File: config.mk
export PLATFORM = sky130hd
export DESIGN_NAME = unsigned_to_decimal_ascii
export DESIGN_NICKNAME = d
export VERILOG_FILES = /design/src/u2da_pkg.sv /design/src/u2da_dabble.sv /design/src/unsigned_to_decimal_ascii.sv
export SDC_FILE = /design/constraint.sdc
export NUM_CORES = 1
export LEC_CHECK = 0
export BUFFER_PORTS_ARGS = -buffer_cell sky130_fd_sc_hd__buf_2
export CORE_ASPECT_RATIO = 0.8
export CORE_MARGIN = 8
export CORE_UTILIZATION = 50
export CTS_BUF_LIST = sky130_fd_sc_hd__clkbuf_8
export CTS_CLUSTER_DIAMETER = 60
export DETAILED_ROUTE_END_ITERATION = 10
export PLACE_DENSITY = 0.73
export SETUP_SLACK_MARGIN = 0.02
export SLEW_MARGIN = 0
export SYNTH_ARGS = -nofsm -noshare
export SYNTH_HDL_FRONTEND = slang
export SYNTH_HIERARCHICAL = 1
export SYNTH_SLANG_ARGS = --single-unit
File: constraint.sdc
create_clock -name clk -period 5.75 [get_ports clk]
set_input_delay 0.575 -clock clk [delete_from_list [all_inputs] [get_ports clk]]
set_output_delay 0.575 -clock clk [all_outputs]
set_load 0.01 [all_outputs]
File: src/u2da_pkg.sv
// Package for the unsigned to decimal ASCII converter.
// Holds field widths, the ASCII offset and the control struct shared by the
// top level and the double-dabble core. Depends on nothing.
package u2da_pkg;

  localparam int BIN_WIDTH          = 32;
  localparam int DEC_DIGITS         = 10;
  localparam int DIGIT_W            = 4;
  localparam int BCD_WIDTH          = DEC_DIGITS * DIGIT_W;
  localparam int CHAR_W             = 6;
  localparam int MAX_DIGITS_DEFAULT = 10;
  localparam logic [CHAR_W-1:0] ASCII_ZERO = 6'd48;

  typedef struct packed {
    logic load;
    logic dabble;
    logic digit_shift;
  } ctrl_t;

endpackage

File: src/u2da_dabble.sv
// Bit-serial double-dabble core: a binary shift register feeding a BCD shift
// register, plus a digit-wide shift for emission. Depends on u2da_pkg.
module u2da_dabble (
  input  logic                                   clk,
  input  u2da_pkg::ctrl_t                        ctrl,
  input  logic [u2da_pkg::BIN_WIDTH-1:0]         value,
  output logic [u2da_pkg::DIGIT_W-1:0]           top_digit
);

  localparam int DW = u2da_pkg::DIGIT_W;
  localparam int BW = u2da_pkg::BCD_WIDTH;

  logic [u2da_pkg::BIN_WIDTH-1:0] bin_sr;
  logic [BW-1:0]                  bcd;
  logic [BW-1:0]                  bcd_adj;

  always_comb begin
    for (int i = 0; i < u2da_pkg::DEC_DIGITS; i++) begin
      if (bcd[i*DW +: DW] >= 4'd5) begin
        bcd_adj[i*DW +: DW] = bcd[i*DW +: DW] + 4'd3;
      end else begin
        bcd_adj[i*DW +: DW] = bcd[i*DW +: DW];
      end
    end
  end

  always_ff @(posedge clk) begin
    if (ctrl.load) begin
      bin_sr <= value;
      bcd    <= '0;
    end else if (ctrl.dabble) begin
      bin_sr <= {bin_sr[u2da_pkg::BIN_WIDTH-2:0], 1'b0};
      bcd    <= {bcd_adj[BW-2:0], bin_sr[u2da_pkg::BIN_WIDTH-1]};
    end else if (ctrl.digit_shift) begin
      bcd    <= {bcd[BW-DW-1:0], {DW{1'b0}}};
    end
  end

  assign top_digit = bcd[BW-1 -: DW];

endmodule

File: src/unsigned_to_decimal_ascii.sv
// Top level of the unsigned to decimal ASCII converter: handshakes, the
// configuration register and the sequencer. Depends on u2da_pkg, u2da_dabble.
//
//   Channel  Direction  Handshake                 Payload
//   input    in         in_valid / in_ready       value
//   output   out        out_valid / out_ready     digit_char, last
//   config   in         cfg_we (no wait)          cfg_wdata
//
// A nonzero value is loaded, dabbled through all 32 binary bits, shifted
// past each suppressed or dropped leading digit until the first kept digit
// is found, and then sent as one beat for each kept digit. A zero value is
// loaded and sent as its single beat, or leaves the block idle when it
// prints nothing. One value is worked on at a time; in_ready is high only
// while idle. A stalled output beat holds until out_ready. Reset is
// synchronous and returns the sequencer to idle with zero_prints_digit set.
module unsigned_to_decimal_ascii #(
  parameter int MAX_DIGITS = u2da_pkg::MAX_DIGITS_DEFAULT
) (
  input  logic                              clk,
  input  logic                              rst,
  input  logic                              in_valid,
  output logic                              in_ready,
  input  logic [u2da_pkg::BIN_WIDTH-1:0]    value,
  output logic                              out_valid,
  input  logic                              out_ready,
  output logic [u2da_pkg::CHAR_W-1:0]       digit_char,
  output logic                              last,
  input  logic                              cfg_we,
  input  logic                              cfg_wdata
);

  localparam int POS_W  = $clog2(u2da_pkg::DEC_DIGITS + 1);
  localparam int KEEP   = (MAX_DIGITS < u2da_pkg::DEC_DIGITS) ? MAX_DIGITS
                                                              : u2da_pkg::DEC_DIGITS;
  localparam int CNT_W  = $clog2(u2da_pkg::BIN_WIDTH);
  localparam logic [POS_W-1:0] KEEP_POS = POS_W'(KEEP);
  localparam logic [POS_W-1:0] TOP_POS  = POS_W'(u2da_pkg::DEC_DIGITS);
  localparam logic [CNT_W-1:0] CNT_TOP  = CNT_W'(u2da_pkg::BIN_WIDTH - 1);

  typedef enum logic [3:0] {
    IDLE = 4'b0001,
    CONV = 4'b0010,
    SKIP = 4'b0100,
    EMIT = 4'b1000
  } state_t;

  state_t                        state, state_next;
  logic [CNT_W-1:0]              bit_cnt, bit_cnt_next;
  logic [POS_W-1:0]              pos, pos_next;
  logic                          seen, seen_next;
  logic                          zero_prints_digit;
  logic [u2da_pkg::DIGIT_W-1:0]  top_digit;
  logic                          skip_digit;
  u2da_pkg::ctrl_t               ctrl;

  u2da_dabble u_dabble (
    .clk       (clk),
    .ctrl      (ctrl),
    .value     (value),
    .top_digit (top_digit)
  );

  assign skip_digit = (pos > KEEP_POS) || (!seen && top_digit == '0);

  always_comb begin
    state_next       = state;
    bit_cnt_next     = bit_cnt;
    pos_next         = pos;
    seen_next        = seen;
    ctrl.load        = 1'b0;
    ctrl.dabble      = 1'b0;
    ctrl.digit_shift = 1'b0;
    case (state)
      IDLE: begin
        if (in_valid) begin
          ctrl.load    = 1'b1;
          bit_cnt_next = CNT_TOP;
          seen_next    = 1'b0;
          if (value != '0) begin
            pos_next   = TOP_POS;
            state_next = CONV;
          end else if (zero_prints_digit) begin
            pos_next   = POS_W'(1);
            state_next = EMIT;
          end
        end
      end
      CONV: begin
        ctrl.dabble  = 1'b1;
        bit_cnt_next = bit_cnt - CNT_W'(1);
        if (bit_cnt == '0) begin
          state_next = SKIP;
        end
      end
      SKIP: begin
        if (skip_digit) begin
          ctrl.digit_shift = 1'b1;
          pos_next         = pos - POS_W'(1);
          seen_next        = seen || (top_digit != '0);
        end else begin
          state_next = EMIT;
        end
      end
      EMIT: begin
        if (out_ready) begin
          if (pos == POS_W'(1)) begin
            state_next = IDLE;
          end else begin
            ctrl.digit_shift = 1'b1;
            pos_next         = pos - POS_W'(1);
          end
        end
      end
      default: begin
        state_next = IDLE;
      end
    endcase
  end

  always_ff @(posedge clk) begin
    if (rst) begin
      state             <= IDLE;
      zero_prints_digit <= 1'b1;
    end else begin
      state <= state_next;
      if (cfg_we) begin
        zero_prints_digit <= cfg_wdata;
      end
    end
  end

  always_ff @(posedge clk) begin
    bit_cnt <= bit_cnt_next;
    pos     <= pos_next;
    seen    <= seen_next;
  end

  assign in_ready   = (state == IDLE);
  assign out_valid  = (state == EMIT);
  assign digit_char = u2da_pkg::ASCII_ZERO + u2da_pkg::CHAR_W'(top_digit);
  assign last       = (pos == POS_W'(1));

  a_emit_pos: assert property (@(posedge clk) disable iff (rst)
    out_valid |-> (pos != '0) && (pos <= KEEP_POS))
    else $error("Beat emitted at a digit position outside the kept range.");

  a_digit_range: assert property (@(posedge clk) disable iff (rst)
    out_valid |-> (top_digit <= 4'd9))
    else $error("BCD digit above nine reached the output.");

  a_one_side: assert property (@(posedge clk) disable iff (rst)
    !(in_ready && out_valid))
    else $error("Input and output sides active at once.");

  a_silent_zero: assert property (@(posedge clk) disable iff (rst)
    (in_valid && in_ready && value == '0 && !zero_prints_digit) |=> in_ready)
    else $error("Zero value with printing disabled did not return to idle.");

  a_last_ends: assert property (@(posedge clk) disable iff (rst)
    (out_valid && out_ready && last) |=> in_ready)
    else $error("Final beat did not return the block to idle.");

endmodule
-- Yosys cells after proc, flatten, opt, wreduce, memory -nomap -nowiden
Index checks and enable logic that the tools add are counted.
- eq/ne operators: 13
- mux-type cells: 41
- add/sub/neg operators: 13
- reduce and logical (&&, ||, !) cells: 17
- order comparisons: 11
- operators by type and width (kind ; number):
    $mux W4 ; 22
    $mux W40 ; 2
    $mux W32 ; 2
    $ge A4 B3 Y1 const B ; 10
    $add A4 B2 Y4 const B ; 9
    $reduce_bool A32 Y1 ; 1
    $pmux W4 S4 ; 1
    $pmux W4 S3 ; 1
    $reduce_and A6 Y1 ; 2
    $ne A2 B2 Y1 const B ; 5
    $pmux W5 S2 ; 1
    $eq A4 B1 Y1 const B ; 2
    $mux W1 ; 8
    $reduce_bool A2 Y1 ; 4
    $add A5 B5 Y6 const A ; 1
    $logic_not A5 Y1 ; 1
    $mux W5 ; 1
    $sub A5 B1 Y5 const B ; 1
    $eq A4 B2 Y1 const B ; 1
    $eq A4 B3 Y1 const B ; 1
    $eq A4 B4 Y1 const B ; 1
    $gt A4 B4 Y1 const B ; 1
    $logic_not A4 Y1 ; 1
    $ne A2 B1 Y1 const B ; 2
    12 further kinds ; 14
- logic and storage cells: 102
- output and inout bits: 9
- register bits after elaboration: 87
- bits of input ports: 38

-- Longest topological paths before layout
- word-level depth: 7
- depth in mapped cells: 11
- mapped depth without buffers: 9

-- Cells and area by module
Netlist, hierarchy kept.
- by module, submodules not included (module ; area an instance (um^2) ; seq. area each (um^2) ; cells an instance ; instances):
    u2da_dabble ; 4042.6 ; 1761.7 ; 386 ; 1
    unsigned_to_decimal_ascii ; 1003.5 ; 400.4 ; 103 ; 1

-- Least setup slack after synthesis
Ideal clock, no wire load.
- path kind: reg-to-reg
- start: reg state[1]
- end: reg u_dabble/bin_sr[0] (netlist name), enable pin
- path buffers: 3
- stages on the path, launching flop included: 9
- setup slack: 3313 ps
- arrival: 2059 ps
- required time: 5373 ps
- clock period less this slack: 2437 ps
- setup time: 377 ps
- path through: dfxtp_1 or4b_1 buf_6 clkinv_2 and2_1 buf_2 nor2_4 inv_2 buf_2
- RTL lines (item ; RTL line ; text):
    from (decl) ; unsigned_to_decimal_ascii.sv:47 ; state_t state, state_next;
    from (signal assigned) ; unsigned_to_decimal_ascii.sv:125 ; state <= state_next;
    to (signal assigned) ; u2da_dabble.sv:29 ; bin_sr <= value;
    to (signal assigned) ; u2da_dabble.sv:32 ; bin_sr <= {bin_sr[u2da_pkg::BIN_WIDTH-2:0], 1'b0};
    to (decl) ; u2da_dabble.sv:13 ; logic [u2da_pkg::BIN_WIDTH-1:0] bin_sr;

==> results.tsv <==
stage	metric	value	unit
synth	XOR/XNOR share of the synthesized area	0.6943	%
timing	Slew headroom	29.77	%
place	port bufs	44	
synth	adder-cell share of the synthesized area	6.199	%
status	outcome	complete, no violations	
synth	sequential share of the synthesized area	42.85	%
synth	Simple-Gate Fraction of Synth Area	17.68	%
worst_setup_path	FF-to-FF End	u_dabble/bcd[31]	
floorplan	Site Rows	32	
clock_network	CTS tree	done	
final_layout	share of layout cells above drive strength 1	14.62	%
floorplan	Ports	47	
final_layout	ANT cells	0	
worst_setup_path	Crit Reg-Reg Startpoint	state[2]	
timing	final hold viol count	0	
synth	Post-Syn Instances	489	
final_layout	fin nets	578	
min_path	hold path cells	2	
floorplan	Core Region	9729	um2
min_path	HP Start	cfg_wdata	
flow_run	max-cap violation count	0	
clock_network	CTS root buffer	clkbuf_8	
pwr	PwrDens	378.6	nW/um2
timing	minimum clock period after layout	3115	ps
floorplan	total die area	13580	um2
synth	Synth Flop Type	dfxtp_1	
synth	most common cell in the netlist	dfxtp_1	
pwr	Worst VDD drop	0.0002349	V
timing	worst-margin pin slew	1053	ps
clock_network	clock buffer count from CTS	9	
detailed_routing	Total Routed Length	10.64	mm
synth	Netlist cell types	52	
synth	top cell type by total area after synthesis	edfxtp_1	
clock_network	clock sinks	87	
min_path	Hold EP	zero_prints_digit	
clock_network	level count of the clock H-tree	3	
timing	fmax	321.1	MHz
timing	Worst Skew	8.992	ps
clock_network	Clock Latency Late Sink	360	ps
timing	setup TNS	0	ps
worst_setup_path	CP Launch Type	flip-flop	
synth	main combinational cell family by area after synthesis	simple AND/OR/NAND/NOR gates	
synth	synth warn	6	
grt	vias in the first global route	3653	
worst_setup_path	CP endpoint kind	flip-flop	
detailed_routing	Final ANT Viol Nets	0	
timing	RSZ-0062 raised after global routing	false	
worst_setup_path	CP required	6040	ps
clock_network	# hold bufs at CTS	0	
clock_network	clock slew at reported path FFs	90	ps
pwr	Power, Total	2.088	mW
grt	initial antenna violation count	0	
clock_network	CTS-repair resized insts	0	
synth	Synth Register Bits	87	
final_layout	fillers	825	
detailed_routing	drt via density	5.820	
worst_setup_path	critical path peak fanout	40	
pwr	P_leak	1.872	nW
timing	Setup Viol. Count Final	0	
grt	GR Overflow Total	0	
place	Post-DP HPWL	7.152	mm
final_layout	layout overhead on the synthesized area	9.298	%
detailed_routing	DR vias	3818	
min_path	HP Class	input pin to flip-flop	
clock_network	postcts setup bufs	0	
worst_setup_path	Arr. time, crit path	3410	ps
synth	syn_area_per_cell	10.32	um2
synth	ys async rst share	0	%
floorplan	starting density of the core	51.86	%
synth	Area contributors post-synth	edfxtp_1 25%, dfxtp_1 18%, mux2_1 8.3%	
grt	largest net degree at the start of global routing	86	
detailed_routing	initial detailed-routing violation count	325	
grt	global-route wire length before repair	17.88	mm
synth	synth cell count leaders	45 x dfxtp_1, 42 x edfxtp_1, 37 x mux2_1, 34 x a21oi_1, 31 x nor2_1	
synth	top cell type's share of synthesized area	24.99	%
grt	GRT Overall Usage	16.05	%
worst_setup_path	Crit Path Class	flip-flop to flip-flop	
worst_setup_path	R2R depth	6	
synth	mux contribution to synthesized area	11.03	%
floorplan	Die Ht	105.9	um
detailed_routing	First-pass DRT Iterations	5	
synth	mapped cell area	5046	um2
worst_setup_path	r2r setup slk	2640	ps
timing	fin crit share	54.17	%
floorplan	DIE WIDTH	128.3	um
synth	post-synthesis compound-gate area fraction	15.35	%
clock_network	CTS Buffer Depth	2	
detailed_routing	routed wire length per instance	16.22	um
timing	max-slew violations	0	
place	Routability Congestion	0.8640	
detailed_routing	DRC errors left	0	
synth	Post-synth EDFFs	42	
==> through the flow <==
stage	utilization, %	cell area [um2]	hold slack (ps)	cells	setup WS, ps
final	56.69	5515	416.5	656	2635
after CTS	56.69	5515	400.1	656	2685
after global routing	56.69	5515	397.4	656	2381
after floorplan	-	5050	453.7	490	3313
after global placement	54.13	5266	482.2	640	2815
after detailed placement	54.13	5266	494.9	640	2713
==> report_power, final <==
group          internal, mW  switching [mW]  total (mW)
Sequential            0.855          0.0778       0.933
Combinational         0.246           0.386       0.632
Clock                 0.309           0.214       0.523
==> logic make-up after synthesis <==
family / Yosys count
XOR/XNOR: 4
flip-flops: 87
buffers and inverters: 61
other: 1
AND/OR/NAND/NOR: 144
adder cells (fa/ha/maj): 25
AO/OA/AOI/OAI: 116
multiplexers: 51
==> routing by layer <==
metal | up-vias | track usage (%) | share of wire (%)
li1 | 1887 | - | -
met1 | 1839 | 21.64 | 48
met2 | 85 | 24.63 | 46
met3 | 7 | 4.733 | 5.4
met4 | 0 | 3.895 | 0.69
met5 | - | 0 | 0
==> flip-flops by register name (all words and copies together) (netlist names) <==
register           count
zero_prints_digit      1
seen                   1
state                  4
u_dabble/bcd          40
pos                    4
u_dabble/bin_sr       32
bit_cnt                5
==> how the worst max path moves through the flow <==
stage | startpoint | endpoint | slack, ps | cells past startpoint
final | state[2] | u_dabble/bcd[31] | 2640 | 6
after global routing | pos[0] | u_dabble/bcd[27] | 2380 | 9
after CTS | state[2] | u_dabble/bcd[31] | 2690 | 6
after detailed placement | state[2] | u_dabble/bcd[31] | 2710 | 6
after global placement | state[2] | u_dabble/bcd[39] | 2820 | 6
after floorplan | state[1] | u_dabble/bin_sr[0] | 3310 | 8
==> cell usage in the layout, fill, tap and decap left out, types with 14 or more instances in the layout <==
cell	netlist	layout
a211oi_1	19	19
a21oi_1	34	34
buf_2	12	44
dfxtp_1	45	45
edfxtp_1	42	42
ha_1	25	25
inv_1	27	29
mux2_1	37	37
mux2i_1	14	14
nand2_1	26	26
nand4b_1	19	19
nor2_1	31	31
nor3b_1	16	16
==> final cells by class <==
class | instances | area (um2) | area share, %
clock inverter | 5 | 97.59 | 1.770
sequential | 87 | 2162 | 39.20
timing repair buffer | 46 | 235.2 | 4.265
tap | 136 | 170.2 | 3.085
multi-input combinational | 342 | 2589 | 46.94
inverter | 29 | 110.1 | 1.996
clock buffer | 11 | 151.4 | 2.745
==> critical path: stages, from the launching register on <==
cell and delay (ps):
dfxtp_1 440, or4b_1 560, a21oi_2 250, a31o_2 830
nor2b_1 650, a32oi_1 130, a21oi_1 160
(Power assumes the default switching activity.)
